[src/sv/slm_pkg.sv]
`timescale 1ns / 1ps
// Shared types and constants for the similar line merger.
// No dependencies; every other file of the block imports this package.
package slm_pkg;

    localparam int DATA_W        = 16;
    localparam int SIZE_W        = 7;
    localparam int SUM_W         = 22;
    localparam int MAX_LINES_DEF = 64;
    localparam int CFG_IDX_W     = 1;

    localparam logic [CFG_IDX_W-1:0] REG_DIST_TOL  = 1'b0;
    localparam logic [CFG_IDX_W-1:0] REG_ANGLE_TOL = 1'b1;

    // One stored line as it travels along the chain.
    typedef struct packed {
        logic                     alive;
        logic                     proc;
        logic                     first;
        logic [SIZE_W-1:0]        size;
        logic signed [DATA_W-1:0] distance;
        logic [DATA_W-1:0]        ang;
    } cell_t;

endpackage

[src/sv/slm_div.sv]
`timescale 1ns / 1ps
// Restoring unsigned divider, one quotient bit per cycle.
// Depends on slm_pkg for widths.
module slm_div (
    input  logic                       clk,
    input  logic                       rst_n,
    input  logic                       start,
    input  logic [slm_pkg::SUM_W-1:0]  dividend,
    input  logic [slm_pkg::SIZE_W-1:0] divisor,
    output logic                       done,
    output logic [slm_pkg::DATA_W-1:0] quotient
);
    import slm_pkg::*;

    localparam int CW = $clog2(SUM_W + 1);

    logic [SIZE_W-1:0] rem_reg;
    logic [SUM_W-1:0]  quo_reg;
    logic [SIZE_W-1:0] div_reg;
    logic [CW-1:0]     cnt_reg;
    logic              busy_reg;
    logic              done_reg;
    logic [SIZE_W:0]   trial;
    logic              bit_next;
    logic [SIZE_W:0]   rem_next;

    always_comb
    begin
        trial    = {rem_reg, quo_reg[SUM_W-1]};
        bit_next = (trial >= {1'b0, div_reg});
        rem_next = bit_next ? (trial - {1'b0, div_reg}) : trial;
    end

    always_ff @(posedge clk or negedge rst_n)
    begin
        if (!rst_n)
        begin
            busy_reg <= 1'b0;
            done_reg <= 1'b0;
            cnt_reg  <= '0;
        end
        else
        begin
            done_reg <= 1'b0;
            if (start)
            begin
                busy_reg <= 1'b1;
                cnt_reg  <= '0;
            end
            else if (busy_reg)
            begin
                cnt_reg <= cnt_reg + 1'b1;
                if (cnt_reg == CW'(SUM_W - 1))
                begin
                    busy_reg <= 1'b0;
                    done_reg <= 1'b1;
                end
            end
        end
    end

    always_ff @(posedge clk)
    begin
        if (start)
        begin
            rem_reg <= '0;
            quo_reg <= dividend;
            div_reg <= divisor;
        end
        else if (busy_reg)
        begin
            rem_reg <= rem_next[SIZE_W-1:0];
            quo_reg <= {quo_reg[SUM_W-2:0], bit_next};
        end
    end

    assign done     = done_reg;
    assign quotient = quo_reg[DATA_W-1:0];

endmodule

[config.mk]
export PLATFORM = sky130hd
export DESIGN_NAME = slm_div
export DESIGN_NICKNAME = d
export VERILOG_FILES = /design/src/sv/slm_pkg.sv /design/src/sv/slm_div.sv
export SDC_FILE = /design/constraint.sdc
export NUM_CORES = 1
export LEC_CHECK = 0
export ABC_AREA = 1
export BUFFER_PORTS_ARGS = -buffer_cell sky130_fd_sc_hd__buf_2
export CAP_MARGIN = 30
export CELL_PAD_IN_SITES_DETAIL_PLACEMENT = 1
export CELL_PAD_IN_SITES_GLOBAL_PLACEMENT = 1
export CORE_MARGIN = 2
export CORE_UTILIZATION = 42
export CTS_BUF_LIST = sky130_fd_sc_hd__clkbuf_4
export CTS_CLUSTER_SIZE = 14
export DETAILED_ROUTE_END_ITERATION = 7
export PLACE_DENSITY = 0.86
export SLEW_MARGIN = 10
export SYNTH_ARGS = -nofsm -noshare
export SYNTH_HDL_FRONTEND = slang
export SYNTH_SLANG_ARGS = --single-unit
[constraint.sdc]
create_clock -name clk -period 2.6 [get_ports clk]
set_clock_uncertainty 0.15 [all_clocks]
set_input_delay 0.78 -clock clk [delete_from_list [all_inputs] [get_ports clk]]
set_output_delay 0.78 -clock clk [all_outputs]
set_load 0.01 [all_outputs]
Yosys cells after proc, flatten, opt, wreduce, memory -nomap -nowiden

Cells that the tools add are included.

Reductions and logical operators: 1
Magnitude comparators: 1
Multiplexer cells: 11
$add $sub $neg: 2
Equal/unequal tests: 1

Operators with widths:

| kind                | count |
|---|---|
| $mux 22             | 2 |
| $mux 5              | 2 |
| $ge 8x7->1          | 1 |
| $mux 7              | 1 |
| $sub 7x7->7         | 1 |
| $mux 1              | 6 |
| $add 5x1->5 const B | 1 |
| $eq 5x5->1 const B  | 1 |
| $reduce_bool 2->1   | 1 |

Word-level logic and storage cells: 22
Bits of input ports: 32
Output and inout bits: 17
Register bits after elaboration: 43

Logic depth before layout (Yosys ltp)

Word-level depth: 4
Gate-level depth with buffers: 12
Depth with buffers taken out: 12

Worst setup path before layout

OpenSTA, ideal clock, no wires.

Path type: input-to-reg
Start point: input start
End point: register quo_reg[0] (enable)
Setup slack: 704 ps
Buffers on the path: 1
Stages: 3
Library setup time: 352 ps
Data required time: 2,098 ps
Arrival: 1,395 ps
Path through: buf_2 > nor2_2 > inv_2

Longest elaborated chain between the ends: 1

Ends and longest elaborated chain:

| what                               | line          | source |
|---|---|---|
| from (decl)                        | slm_div.sv:7  | `input logic start,` |
| $reduce_bool 2->1 (no source line) | n/a           |  |
| to (signal assigned)               | slm_div.sv:67 | `quo_reg <= dividend;` |
| to (signal assigned)               | slm_div.sv:73 | `quo_reg <= {quo_reg[SUM_W-2:0], bit_next};` |
| to (decl)                          | slm_div.sv:18 | `logic [SUM_W-1:0] quo_reg;` |

No other way between the ends.
A chain may end at the register's enable or synchronous reset.

Worst setup path after layout

Start point: register quo_reg[21]
End point: register rem_reg[1]

Longest elaborated chain between the ends: 2
Elaborated cells between the ends (all ways): 3
Those cells by class: add/sub: 1; order compare: 1; mux: 1

Ends and longest elaborated chain:

| what                                             | line                         | source |
|---|---|---|
| $sub 7x7->7 / $ge 8x7->1 (equally long branches) | slm_div.sv:31, slm_div.sv:30 |  |
| $mux 7 (*)                                       | slm_div.sv:31                | `rem_next = bit_next ? (trial - {1'b0, div_reg}) : trial;` |
| to (signal assigned)                             | slm_div.sv:72                | `rem_reg <= rem_next[SIZE_W-1:0];` |
| to (decl)                                        | slm_div.sv:17                | `logic [SIZE_W-1:0] rem_reg;` |

Every way passes the cells marked *; elsewhere a longest branch is shown, timed or not.

==> results by group <==
GRT
  • Total GRT Usage: 0.181
  • GR Overflow Total: 0
  • Initial antenna violation count: 0
  • Vias in the first global route: 1806
  • Largest net degree at the start of global routing: 26
  • First-pass GRT wire length: 8630 um

Flow run
  • Max_cap viols: 0

Die
  • FP Rows: 27
  • Die Wd: 78.5 um
  • CORE AREA: 0.00544 mm2
  • Initial cell density of the core: 0.428
  • I/O pin cnt: 49
  • Die Height: 78.5 um
  • Total Die Area: 0.00616 mm2

Critical path
  • CP Launch Type: register
  • Crit path capture type: register
  • Worst flop-to-flop path endpoint: rem_reg[1]
  • Worst Reg-to-Reg Cells: 12
  • Worst R2R Setup Slack: 0.60 ns
  • CP peak stage delay: 0.41 ns
  • Crit path DAT: 2.16 ns
  • Crit Path Category: register to register
  • CP cell instances: inv_1 > ha_1 > fa_1 > inv_1 > nand2_1 > nand2_1 > nand2_1 > nand2_1 > nand2_2 > nand3_1 > nand3_1 > nand2_1
  • CP required: 2.76 ns
  • Slowest cell on crit path: fa_1
  • R2R Path Start: quo_reg[21]
  • Most used cell, CP: nand2_1
  • Worst Path Max Fanout: 8

Timing
  • Final Slew Violations: 0
  • RSZ-0062 raised after global routing: false
  • Setup TNS: 0 ns
  • Slew @ Worst Pin: 0.515 ns
  • Post-route minimum period: 2.00 ns
  • Max Fclk: 500 MHz
  • Final setup violation count: 0
  • Worst rel slew slack: 0.656
  • Final period util: 0.769
  • Worst hold slack: 0.0803 ns
  • Final hold viol count: 0

Synthesis
  • Synthesized instance count: 266
  • XOR/XNOR Fraction of Synth Area: 0.00752
  • Post-synth ARST share: 0.163
  • Post-Syn Area: 0.00233 mm2
  • Mean Syn Cell Area: 8.76 um2
  • Number of flops mapped to enable cells by yosys: 29
  • YS warnings: 0
  • Top cells by count, synth: nand2_1 (109), edfxtp_1 (29), inv_1 (23)
  • Synthesis-stage register bit count: 43
  • Library cells used by synthesis: 31
  • Synth top area share: 0.374
  • Leading area contributor after synthesis: edfxtp_1
  • Complex-gate fraction of the synthesized area: 0.0290
  • Ranking of synthesized cells by area: edfxtp_1 (37%), nand2_1 (18%), dfrtp_1 (7.5%), dfxtp_1 (6.0%), buf_4 (5.2%)
  • Synth Flop Type: edfxtp_1
  • Most common cell in the netlist: nand2_1
  • Mux cell area share after synthesis: 0
  • Sequential share of the synthesized area: 0.509
  • Dominant combinational cell family by area after synthesis: simple AND/OR/NAND/NOR gates
  • Area share of and/or/nand/nor cells after synthesis: 0.291
  • Syn nets: 308
  • Synth Area in Adders: 0.0569

Routing
  • Total number of vias: 1813
  • Remaining antenna violation count: 0
  • DRC errors left: 0
  • Routed len/inst: 13.7 um
  • DR iter-0 viols: 67
  • DRT Wirelength: 5120 um
  • Drt pass-1 iters: 4
  • Vias per cell: 4.83

Layout
  • Filler Cell Count: 683
  • Final core area utilization: 0.476
  • Ant diodes: 0
  • Register area: 0.00119 mm2
  • Nets@finish: 344
  • Area growth syn-to-layout: 11.1%
  • Fin cells: 375
  • Share of cells above drive strength 1: 0.234
  • Max reg flops: 22
  • Multi-input logic area: 895 um2

Place
  • Inst Count DP: 367
  • Port Buf Inserts: 48
  • Final GP Congestion: 0.796
  • DP HPWL: 4010 um

Power
  • Peak VDD IR: 0.389 mV
  • Lkg Pwr: 1.32 nW
  • Power density over cell area: 759 mW/mm2
  • Power Total: 0.00196 W

Run status
  • Status: completed

Clocking
  • Hold-fix buffer count after cts: 0
  • Resized Gates After CTS: 0
  • CTS Root Cell: clkbuf_4
  • Postcts setup bufs: 0
  • TritonCTS Sinks: 43
  • Reg clk slew, reported paths: 0.13 ns
  • CTS buffer count: 5
  • Worst skew pair latency: 0.36 ns
  • Clock Tree Buf Depth: 2
  • H-tree lvl count: 2
  • CTS tree: yes

Worst hold path
  • HP Class: input port to async pin
-- routing by layer --
layer,wire [um],up-vias,GRT usage
met2,2590,31,0.304
met1,2260,865,0.230
met4,67,0,0.0579
met3,208,6,0.0460
li1,-,911,-
met5,0,-,0
-- report_power, final --
| part | internal (W) | leakage [nW] | total, W | switching (W) |
|---|---|---|---|---|
| combinational | 0.000282 | 0.832 | 0.000723 | 0.000440 |
| clock | 0.0000993 | 0.0263 | 0.000321 | 0.000222 |
| sequential | 0.000844 | 0.457 | 0.000920 | 0.0000765 |
-- how the worst max path moves through the flow --
stage                     start           to  slack (ns)  depth (start not counted)
floorplan                 start   quo_reg[0]        0.70                          3
global placement          start  quo_reg[13]        0.66                          3
detailed placement  quo_reg[21]   rem_reg[0]        0.64                         12
CTS                 quo_reg[21]   rem_reg[0]        0.60                         12
global route        quo_reg[21]   rem_reg[1]        0.46                         12
finish              quo_reg[21]   rem_reg[1]        0.60                         12
-- placed cells by master, fill, tap and decap left out --
cell,instances
a21oi_1,5
a21oi_4,1
a31oi_1,1
buf_2,48
buf_4,2
clkbuf_4,5
clkinv_1,3
clkinvlp_4,1
dfrtp_1,7
dfxtp_1,7
edfxtp_1,29
fa_1,1
ha_1,9
inv_1,23
inv_2,5
nand2_1,109
nand2_2,1
nand3_1,15
nand3_2,2
nand3_4,1
nand3b_1,5
nand4_1,4
nor2_1,6
nor2_2,2
nor2_8,1
nor3_1,3
nor3b_1,1
o21ai_0,1
o21ai_2,1
o22ai_1,1
or2_4,1
xor2_1,2
-- layout make-up --
type,instances,share of cell area
well taps,72,0.0348
flip-flops and latches,43,0.458
repair buffers,50,0.0986
clock inverters,3,0.00580
inverters,29,0.0421
clock buffers,5,0.0145
multi-input cells,173,0.346
-- critical path, delay by kind of cell (launching register included) --
family / cells / cell delay [ns]
AND/OR/NAND/NOR: 8 / 0.69
buffers and inverters: 2 / 0.14
flip-flops: 1 / 0.34
adder cells (fa/ha/maj): 2 / 0.63
-- stage by stage --
stage	instance area, um2	worst slack [ns]
after floorplan	2330	0.704
after global routing	2590	0.460
after global placement	2530	0.661
after CTS	2590	0.603
after detailed placement	2530	0.636
final	2590	0.600
-- cells by family (layout without fill, tap and decap cells) --
kind of cell / after synthesis / in the layout
fa+ha+maj: 10 / 10
flops: 43 / 43
xor+xnor: 2 / 2
compound gates: 10 / 10
buf+inv: 50 / 87
simple gates: 151 / 151
(Power assumes the default switching activity.)
