File: config.mk
export PLATFORM = sky130hd
export DESIGN_NAME = slm_cell
export DESIGN_NICKNAME = d
export VERILOG_FILES = /design/src/sv/slm_pkg.sv /design/src/sv/slm_cell.sv
export SDC_FILE = /design/constraint.sdc
export NUM_CORES = 1
export LEC_CHECK = 0
export BUFFER_PORTS_ARGS = -buffer_cell sky130_fd_sc_hd__buf_2
export CAP_MARGIN = 20
export CORE_MARGIN = 2
export CORE_UTILIZATION = 35
export DETAILED_ROUTE_END_ITERATION = 7
export PLACE_DENSITY = 0.63
export SLEW_MARGIN = 25
export SYNTH_ARGS = -nofsm -noshare
export SYNTH_HDL_FRONTEND = slang
export SYNTH_SLANG_ARGS = --single-unit
File: constraint.sdc
create_clock -name clk -period 0.8 [get_ports clk]
set_clock_uncertainty 0.05 [all_clocks]
set_input_delay 0.04 -clock clk [delete_from_list [all_inputs] [get_ports clk]]
set_output_delay 0.04 -clock clk [all_outputs]
set_load 0.01 [all_outputs]
File: src/sv/slm_pkg.sv
`timescale 1ns / 1ps
// Shared types and constants for the similar line merger.
// No dependencies; every other file of the block imports this package.
package slm_pkg;

    localparam int DATA_W        = 16;
    localparam int SIZE_W        = 7;
    localparam int SUM_W         = 22;
    localparam int MAX_LINES_DEF = 64;
    localparam int CFG_IDX_W     = 1;

    localparam logic [CFG_IDX_W-1:0] REG_DIST_TOL  = 1'b0;
    localparam logic [CFG_IDX_W-1:0] REG_ANGLE_TOL = 1'b1;

    // One stored line as it travels along the chain.
    typedef struct packed {
        logic                     alive;
        logic                     proc;
        logic                     first;
        logic [SIZE_W-1:0]        size;
        logic signed [DATA_W-1:0] distance;
        logic [DATA_W-1:0]        ang;
    } cell_t;

endpackage

File: src/sv/slm_cell.sv
`timescale 1ns / 1ps
// One storage cell of the rotating line chain.
// Depends on slm_pkg for cell_t.
module slm_cell (
    input  logic          clk,
    input  logic          rst_n,
    input  logic          shift_en,
    input  slm_pkg::cell_t from_next,
    output slm_pkg::cell_t value
);
    import slm_pkg::*;

    cell_t cell_reg;

    always_ff @(posedge clk or negedge rst_n)
    begin
        if (!rst_n)
        begin
            cell_reg <= '0;
        end
        else if (shift_en)
        begin
            cell_reg <= from_next;
        end
    end

    assign value = cell_reg;

endmodule

Word level (Yosys, flattened, before mapping)
Cells that the tools add are included.

storage, ports and cells
  bits in registers = 42
  input port bits = 45
  output and inout port bits = 42

Logic depth before layout (Yosys ltp)
Gate-level depths: netlist of run 1.

  word-level depth = 0
  mapped depth = 3
  depth with buffers taken out = 1

Worst setup path before layout of run 1
Ideal clock, no wire load.

  path type = register to register
  start = reg, netlist name value[0]
  end = reg cell_reg (netlist bit value[0])
  arrival time = 654 ps
  data required time = 625 ps
  setup slack = -29 ps
  cell stages (with the launch flop) = 2
  path buffers = 0
  path through = dfrtp_1 -> mux2_4

RTL lines
  item                  RTL line        RTL
  to (signal assigned)  slm_cell.sv:23  cell_reg <= from_next;
  to (decl)             slm_cell.sv:13  cell_t cell_reg;

Final worst setup path of run 1
  start = reg cell_reg (netlist bit value[9])
  end = out value[9] (netlist bit)

RTL lines
  item       RTL line       RTL
  to (decl)  slm_cell.sv:9  output slm_pkg::cell_t value

No word-level cell between the ends.

==> summary.txt, run 1 <==
Final layout
  – Layout cells sized above 1: 75.27%
  – ANT cells: 0
  – Nets: 230
  – Max reg flops: 42
  – Area delta synth->final: 36.36%

Synth
  – Mapped cell area: 0.001765 mm^2
  – Sequential area share after synthesis: 59.53%
  – Yosys cell types: 5
  – Syn_area_per_cell: 19.84 um^2
  – Syn_nets: 134
  – Ys Warns: 0
  – Flops & latches, synth: 42
  – Syn Inst Count: 89

Clocking
  – CTS tree: built
  – Num CTS Buffers: 5
  – Clock-pin transition on the worst setup and hold timing paths: 80 ps
  – CTS Sinks: 42
  – Root Buffer Master: clkbuf_8
  – CTS max path bufs: 2
  – Clock Latency Late Sink: 280 ps
  – H-tree depth: 2

Power and ir drop
  – Switch Pwr: 1.171 mW
  – Clock Power Share: 28.5%
  – Combinational power share: 20.3%
  – Power density over cell area: 1992 mW/mm^2
  – Net Sw Frac: 24.42%
  – Lkg Pwr: 1.273 nW
  – Maximum vdd ir drop: 0.8950 mV
  – Sequential share of power: 51.2%
  – P_int: 3.625 mW
  – Total power after layout: 4.796 mW

Setup path
  – Crit-path cells: buf_6 > buf_6
  – Max incr delay on CP: 390 ps
  – WS Path Type: register to output port
  – Launch point of the critical path: value[9]
  – Crit path required time: 710 ps
  – Slowest CP cell: dfrtp_1
  – Crit end category: output port
  – R2R depth: 2
  – CP max FO: 2
  – CP Data Arrival Time: 900 ps
  – Worst setup SP type: register
  – R2r startpoint: value[9]
  – Most used cell, CP: buf_6

Run
  – Max Cap Viol: 0

Timing
  – Fin worst setup slack: -188.1 ps
  – Max-slew violations: 0
  – Fmax: 1012 MHz
  – Endpoints failing setup: 79
  – Unrepaired setup endpoints after global routing: true
  – Slew HR: 85.41%
  – Fin. Hold Viols: 40
  – Final period util: 123.5%
  – Final min period: 988.1 ps
  – Hold WS: -64.21 ps
  – Worst slew pin tran: 218.9 ps

Die
  – Total core area: 0.004786 mm^2
  – Die Wd: 75.02 um
  – Die area: 0.005628 mm^2
  – Die height: 75.02 um
  – # rows: 25
  – Initial Util: 36.89%
  – Number of placed I/O pins: 87

Route
  – Routed Antenna Nets: 0
  – Drt drc: 0
  – Vias: 1097
  – Vias/cell: 4.336
  – Drt wl/cell: 14.31 um
  – Post-Route WL: 3620 um
  – DRT iter0 DRCs: 15
  – TritonRoute pass-1 iters: 3

Status
  – Outcome: finished with violations
  – Violated checks: negative hold slack, negative setup slack

Global route
  – Largest net degree at the start of global routing: 43
  – Vias in the first global route: 1199
  – Global Route Usage Sum: 13.69%
  – Global-route wire length before repair: 5823 um
  – GRT overflow: 0
  – Initial antenna violation count: 0

Hold path
  – Worst hold path type: primary input to register
  – Hold path cells: 2
  – Min-delay src: from_next[39]

Placed design
  – PortBufs: 86
  – HPWL after DPL: 2649 um
  – Gpl congestion: 0.7249
  – Pre-CTS WS: -153.0 ps
==> cells in the final DEF, fill, tap and decap left out <==
cell type / instances
buf_12: 3
buf_2: 83
buf_4: 1
buf_6: 4
clkbuf_1: 1
clkbuf_8: 6
clkinv_2: 1
dfrtp_1: 42
dlygate4sd3_1: 3
mux2_2: 2
mux2_4: 40
==> what timing repair did <==
item / CTS / global route
hold endpoints to repair: 84 / 42
hold buffers: 1 / 2
gates resized for setup: 2 / 2
setup buffers: 1 / 0
setup endpoints to repair: 82 / 84
==> synth_stat cells (all sizes together) <==
master | instances | area share, %
mux2 | 42 | 35
buf | 5 | 5.2
dfrtp | 42 | 60
==> kinds of logic (layout without fill, tap and decap cells) <==
kind of cell	count (synthesis)	after routing	synth area share (%)
multiplexers	42	42	35.29
flip-flops	42	42	59.53
buffers and inverters	5	102	5.174
==> power by group through the flow <==
stage,registers (mW),clock network (mW),logic [mW]
after floorplan,2.59,0,0.437
after global placement,2.48,0,0.926
after detailed placement,2.49,0,0.952
after CTS,2.46,1.43,0.973
after global routing,2.49,1.52,1.06
final,2.45,1.37,0.976
==> metal layers <==
layer | up-vias | track usage [%] | routed length (um)
met5 | - | 0 | 0
met4 | 0 | 5.357 | 93
met3 | 10 | 2.811 | 163
met2 | 41 | 23.59 | 2009
met1 | 548 | 16.81 | 1352
li1 | 498 | - | -
==> through the flow <==
stage	utilization, %	cells	hold slack (ps)	cell area, um^2	TNS, ps
global route	50.30	253	-75.21	2407	-7298
detailed placement	47.14	241	-15.90	2256	-3730
CTS	49.62	251	-74.11	2375	-5385
floorplan	-	89	-305.6	1765	-1211
finish	50.30	253	-64.21	2407	-4658
global placement	47.14	241	-28.78	2256	-2859
==> final timing paths <==
check | to | slack [ps]
setup reg to reg | value[9] | -150
hold / removal | value[39] | -60
setup / recovery | value[9] | -190
min in group asynchronous | value[41] | 200
max in group asynchronous | value[13] | 300
hold reg to reg | value[4] | 460
==> cell type report <==
cell class	instances	area, um^2
multi-input combinational	42	623.1
sequential	42	1051
clock buffer	7	86.33
fill	438	2379
timing repair buffer	94	558.0
tap	67	83.83
clock inverter	1	5.005
==> critical path: cells and delay by family (launching register included) <==
family                 cells  cell delay (ps)
flip-flops                 1              390
buffers and inverters      2              230
No activity file was read; power rests on OpenSTA's default activity.
==> inputs of run 2 (changes only) <==
CTS_BUF_LIST = sky130_fd_sc_hd__clkbuf_16   (was unset)
==> summary.txt, run 2 (same netlist as run 1, synthesis figures left out) <==
Setup path
  – Crit-path cells: buf_6 > buf_6
  – Most used cell, CP: buf_6
  – Max incr delay on CP: 390 ps (about the same)
  – Crit path required time: 710 ps (about the same)
  – Slowest CP cell: dfrtp_1
  – CP max FO: 2 (unchanged)
  – R2R depth: 2 (unchanged)
  – Crit end category: output port
  – CP Data Arrival Time: 880 ps (-20 ps)
  – WS Path Type: register to output port
  – Worst setup SP type: register

Final layout
  – ANT cells: 0 (unchanged)
  – Fin util: 50.85% (+0.55 points)
  – Max reg flops: 42 (unchanged)
  – Commonest non-fill, non-tap cells in the layout: 83 x buf_2, 42 x dfrtp_1, 40 x mux2_4, 5 x clkbuf_16, 4 x buf_6
  – Layout cells sized above 1: 75.54% (+0.27 points)
  – Nets: 228 (-0.87%)
  – Non-Filler Instances: 251 (-0.79%)
  – Commonest non-fill, non-tap cell in the layout: buf_2
  – Area delta synth->final: 37.85%

Timing
  – Fin. Hold Viols: 42 (+5.0%)
  – TNS Setup: -3996 ps (+662.1 ps)
  – Max-slew violations: 0 (unchanged)
  – Fmax: 1026 MHz (+1.4%)
  – Unrepaired setup endpoints after global routing: true
  – Slew HR: 85.35% (about the same)
  – Worst slew pin tran: 219.7 ps (+0.7757 ps)
  – Fin worst setup slack: -174.8 ps (+13.33 ps)
  – Endpoints failing setup: 77 (-2.5%)
  – Hold WS: -54.86 ps (+9.355 ps)
  – Final period util: 121.8% (-1.7 points)
  – Final min period: 974.8 ps (-13.33 ps)

Clocking
  – Root Buffer Master: clkbuf_16
  – Num CTS Buffers: 5 (unchanged)
  – CTS Sinks: 42 (unchanged)
  – Clock Latency Late Sink: 270 ps (about the same)
  – H-tree depth: 2 (unchanged)
  – Hold-fix buffers, CTS: 1 (unchanged)
  – Clock-pin transition on the worst setup and hold timing paths: 60 ps (-20 ps)
  – CTS tree: built
  – CTS max path bufs: 2 (unchanged)

Hold path
  – Worst hold path type: primary input to register
  – Hold path cells: 2 (unchanged)

Placed design
  – PortBufs: 86 (unchanged)
  – Cells after DPL: 241 (unchanged)
  – Gpl congestion: 0.7249 (unchanged)
  – HPWL after DPL: 2649 um (unchanged)

Global route
  – Global Route Usage Sum: 13.89% (+0.20 points)
  – GRT overflow: 0 (unchanged)
  – Global-route wire length before repair: 5885 um (+1.1%)
  – Vias in the first global route: 1209 (+0.83%)
  – Largest net degree at the start of global routing: 43 (unchanged)
  – Initial antenna violation count: 0 (unchanged)

Route
  – Vias/cell: 4.275 (-1.4%)
  – Drt drc: 0 (unchanged)
  – Post-Route WL: 3607 um (-0.36%)
  – TritonRoute pass-1 iters: 3 (unchanged)
  – DRT iter0 DRCs: 30 (+15)
  – Routed Antenna Nets: 0 (unchanged)
  – Vias: 1073 (-2.2%)
  – Drt wl/cell: 14.37 um (+0.43%)

Die
  – Die height: 75.02 um (unchanged)
  – Initial Util: 36.89% (unchanged)
  – # rows: 25 (unchanged)
  – Die Wd: 75.02 um (unchanged)
  – Die area: 0.005628 mm^2 (unchanged)
  – Number of placed I/O pins: 87 (unchanged)
  – Total core area: 0.004786 mm^2 (unchanged)

Power and ir drop
  – Power density over cell area: 2179 mW/mm^2 (+9.4%)
  – Maximum vdd ir drop: 1.114 mV (+24%)
  – Total power after layout: 5.303 mW (+11%)
  – Lkg Pwr: 1.289 nW (+1.2%)

Status
  – Violated checks: negative hold slack, negative setup slack
  – Outcome: finished with violations

Run
  – Max Cap Viol: 0 (unchanged)
run 2: cell count changes in the layout (fill, tap and decap cells not counted), sizes merged:
cell         change
clkbuf           -2
clkinv           +1
dlygate4sd3      -2
inv              +1
run 2: worst paths after layout:
path | slack (ps) | startpoint | end
setup / recovery | -170 | value[9] | value[9]
hold / removal | -50 | from_next[7] | value[7]
setup reg to reg | -140 | value[9] | value[9]
hold reg to reg | 450 | value[4] | value[4]
max in group asynchronous | 280 | rst_n | value[37]
min in group asynchronous | 220 | rst_n | value[18]
run 2: layer usage:
layer  global-route usage [%]  wire length, um
met5                        0                0
met1                    17.17             1403
met3                    2.811              150
met2                    23.88             1993
met4                    5.357               59
run 2: final cells by class:
type	count	area, um^2
sequential	42	1051
tap	67	83.83
timing repair buffer	92	538.0
clock inverter	3	12.51
fill	439	2352
clock buffer	5	125.1
multi-input combinational	42	623.1
run 2: what timing repair did:
item                       CTS  global route
hold endpoints to repair    84            42
resized for setup            2             2
setup endpoints to repair   79            84
pin swaps                    0             0
buffers inserted             1             0
run 2: metrics by stage:
stage / cell area [um^2] / setup slack, ps
2_1_floorplan: 1765 / -29.29
3_3_place_gp: 2256 / -118.3
3_5_place_dp: 2256 / -153.0
4_1_cts: 2421 / -176.4
5_1_grt: 2434 / -206.1
6_report: 2434 / -174.8
run 2: critical path: cells and delay by family, from the launching register on:
kind	cells	cell delay [ps]
buf+inv	2	230
flops	1	390
run 2: report_power, final:
group          leakage [nW]  switching, mW  internal [mW]
clock network        0.0724          0.748           1.13
logic                 0.725          0.381          0.588
registers             0.491          0.120           2.34
total                  1.29           1.25           4.05
==> inputs of run 3 (changes only) <==
--- a/config.mk
+++ b/config.mk
@@ -10,6 +10,6 @@
 export CORE_MARGIN = 2
-export CORE_UTILIZATION = 35
+export CORE_UTILIZATION = 40
 export CTS_BUF_LIST = sky130_fd_sc_hd__clkbuf_16
 export DETAILED_ROUTE_END_ITERATION = 7
-export PLACE_DENSITY = 0.63
+export PLACE_DENSITY = 0.71
 export SLEW_MARGIN = 25
==> constraint.sdc (replaced) <==
create_clock -name clk -period 0.8 [get_ports clk]
set_clock_uncertainty 0.05 [all_clocks]
set_input_delay 0.16 -clock clk [delete_from_list [all_inputs] [get_ports clk]]
set_output_delay 0.16 -clock clk [all_outputs]
set_load 0.01 [all_outputs]
==> summary.txt, run 3 (same netlist as run 1, synthesis figures left out) <==
Route
  – Drt wl/cell: 14.66 um (+2.0%)
  – Post-Route WL: 3958 um (+9.7%)
  – Vias: 1192 (+11%)
  – Vias/cell: 4.415 (+3.3%)
  – DRT iter0 DRCs: 38 (+27%)
  – Drt drc: 0 (unchanged)
  – Routed Antenna Nets: 0 (unchanged)
  – TritonRoute pass-1 iters: 2 (-1)

Global route
  – Vias in the first global route: 1305 (+7.9%)
  – Met1 global-route usage: 19.23% (+2.1 points)
  – Grt met3 use: 4.329% (+1.5 points)
  – Global-route wire length before repair: 6175 um (+4.9%)
  – Initial antenna violation count: 0 (unchanged)
  – GRT overflow: 0 (unchanged)
  – Largest net degree at the start of global routing: 43 (unchanged)
  – Gr busiest metal: met2
  – Global Route Usage Sum: 16.26% (+2.4 points)
  – Met2 usage: 27.15% (+3.3 points)

Die
  – Number of placed I/O pins: 87 (unchanged)
  – Die height: 70.44 um (-6.1%)
  – Die area: 0.004961 mm^2 (-12%)
  – Initial Util: 41.11% (+4.2 points)
  – # rows: 24 (-4.0%)
  – Die Wd: 70.44 um (-6.1%)
  – Total core area: 0.004294 mm^2 (-10%)

Timing
  – Fmax: 964.3 MHz (-6.0%)
  – Slew HR: 85.13% (-0.22 points)
  – Final min period: 1037 ps (+62.30 ps)
  – Endpoints failing setup: 81 (+5.2%)
  – Fin. Hold Viols: 0 (-100%)
  – Hold WS: 62.81 ps (+117.7 ps)
  – Final period util: 129.6% (+7.8 points)
  – Max-slew violations: 0 (unchanged)
  – Fin worst setup slack: -237.1 ps (-62.30 ps)
  – Unrepaired setup endpoints after global routing: true
  – Worst slew pin tran: 223.0 ps (+3.316 ps)

Setup path
  – Worst setup SP type: register
  – CP max FO: 2 (unchanged)
  – Crit-path cells: buf_2
  – Worst path top cell family by delay: flip-flops
  – Crit end category: output port
  – Reg-to-Reg End: value[5]
  – Levels on crit path: 1 (-1)
  – R2r startpoint: value[5]
  – Crit path required time: 590 ps (-120 ps)
  – Buf+Inv Stages, Crit Path: 1 (-1)
  – R2R Setup Slk: -170 ps (-30 ps)
  – Slowest CP cell: dfrtp_1
  – Max incr delay on CP: 400 ps (about the same)
  – WS Path Type: register to output port
  – CP Data Arrival Time: 830 ps (-50 ps)
  – R2R depth: 2 (unchanged)

Clocking
  – Clock Latency Late Sink: 270 ps (about the same)
  – H-tree depth: 2 (unchanged)
  – Root Buffer Master: clkbuf_16
  – CTS max path bufs: 2 (unchanged)
  – CTS tree: built
  – CTS Sinks: 42 (unchanged)
  – Clock-pin transition on the worst setup and hold timing paths: 60 ps (about the same)
  – Num CTS Buffers: 5 (unchanged)

Final layout
  – Layout cells sized above 1: 79.36% (+3.8 points)
  – Commonest non-fill, non-tap cell in the layout: buf_2
  – Nets: 262 (+15%)
  – Fill cells: 319 (-27%)
  – Fin util: 63.93% (+13 points)
  – ANT cells: 0 (unchanged)
  – Max reg flops: 42 (unchanged)
  – Area delta synth->final: 55.49%
  – Commonest non-fill, non-tap cells in the layout: 84 x buf_2, 42 x dfrtp_1, 40 x mux2_4, 20 x buf_4, 18 x buf_6

Run
  – Max Cap Viol: 0 (unchanged)

Power and ir drop
  – Maximum vdd ir drop: 1.317 mV (+18%)
  – Power density over cell area: 2161 mW/mm^2 (-0.83%)
  – Total power after layout: 5.932 mW (+12%)
  – Lkg Pwr: 1.483 nW (+15%)

Hold path
  – Min-delay src: from_next[23]
  – Worst hold path type: primary input to register
  – Hold Crit Endpoint: value[23]
  – Hold path cells: 2 (unchanged)

Placed design
  – PortBufs: 86 (unchanged)
  – Pre-CTS WS: -239.5 ps (-86.52 ps)
  – Gpl congestion: 0.7378 (+1.8%)
  – HPWL after DPL: 2674 um (+0.92%)

Status
  – Outcome: finished with violations
  – Violated checks: negative setup slack
run 3: cell count changes in the layout (fill, tap and decap cells not counted):
cell | previous run | this run
buf_4 | 1 | 20
buf_6 | 4 | 18
buf_2 | 83 | 84
bufinv_16 | 0 | 1
clkinv_1 | 1 | 0
clkinv_2 | 1 | 0
inv_1 | 1 | 2
run 3: timing repair:
item	in CTS	in global routing
setup endpoints to repair	80	84
setup buffers	28	8
endpoints found under the hold margin	42	0
hold buffers	1	0
gates resized for setup	5	13
run 3: layout make-up:
cell class                      count  area, um^2  area share [%]
Sequential cell                    42        1051           38.29
Timing Repair Buffer              126       843.3           30.72
Multi-Input combinational cell     42       623.1           22.70
Clock buffer                        5       125.1           4.558
Tap cell                           52       65.06           2.370
Clock inverter                      3       37.54           1.367
run 3: layer usage:
metal	vias to the layer above	wire (um)
li1	563	-
met1	566	1553
met2	55	2059
met3	8	261
met4	0	84
met5	-	0
run 3: stage by stage:
stage	TNS (ps)	area, um^2	std cells
2_1_floorplan	-3130	1774	89
3_3_place_gp	-7809	2230	225
3_5_place_dp	-8695	2230	225
4_1_cts	-12330	2636	262
5_1_grt	-15310	2745	270
6_report	-13370	2745	270
run 3: power by group:
part           internal (mW)  switching [mW]  total [mW]
combinational          0.825           0.447        1.27
sequential              2.34           0.130        2.47
clock                   1.45           0.743        2.19
total                   4.61            1.32        5.93
run 3: worst max-delay path by stage:
stage / from / endpoint
4_1_cts: value[5] / value[5]
3_3_place_gp: shift_en / value[25]
5_1_grt: value[4] / value[4]
3_5_place_dp: shift_en / value[31]
2_1_floorplan: shift_en / value[0]
6_report: value[4] / value[4]
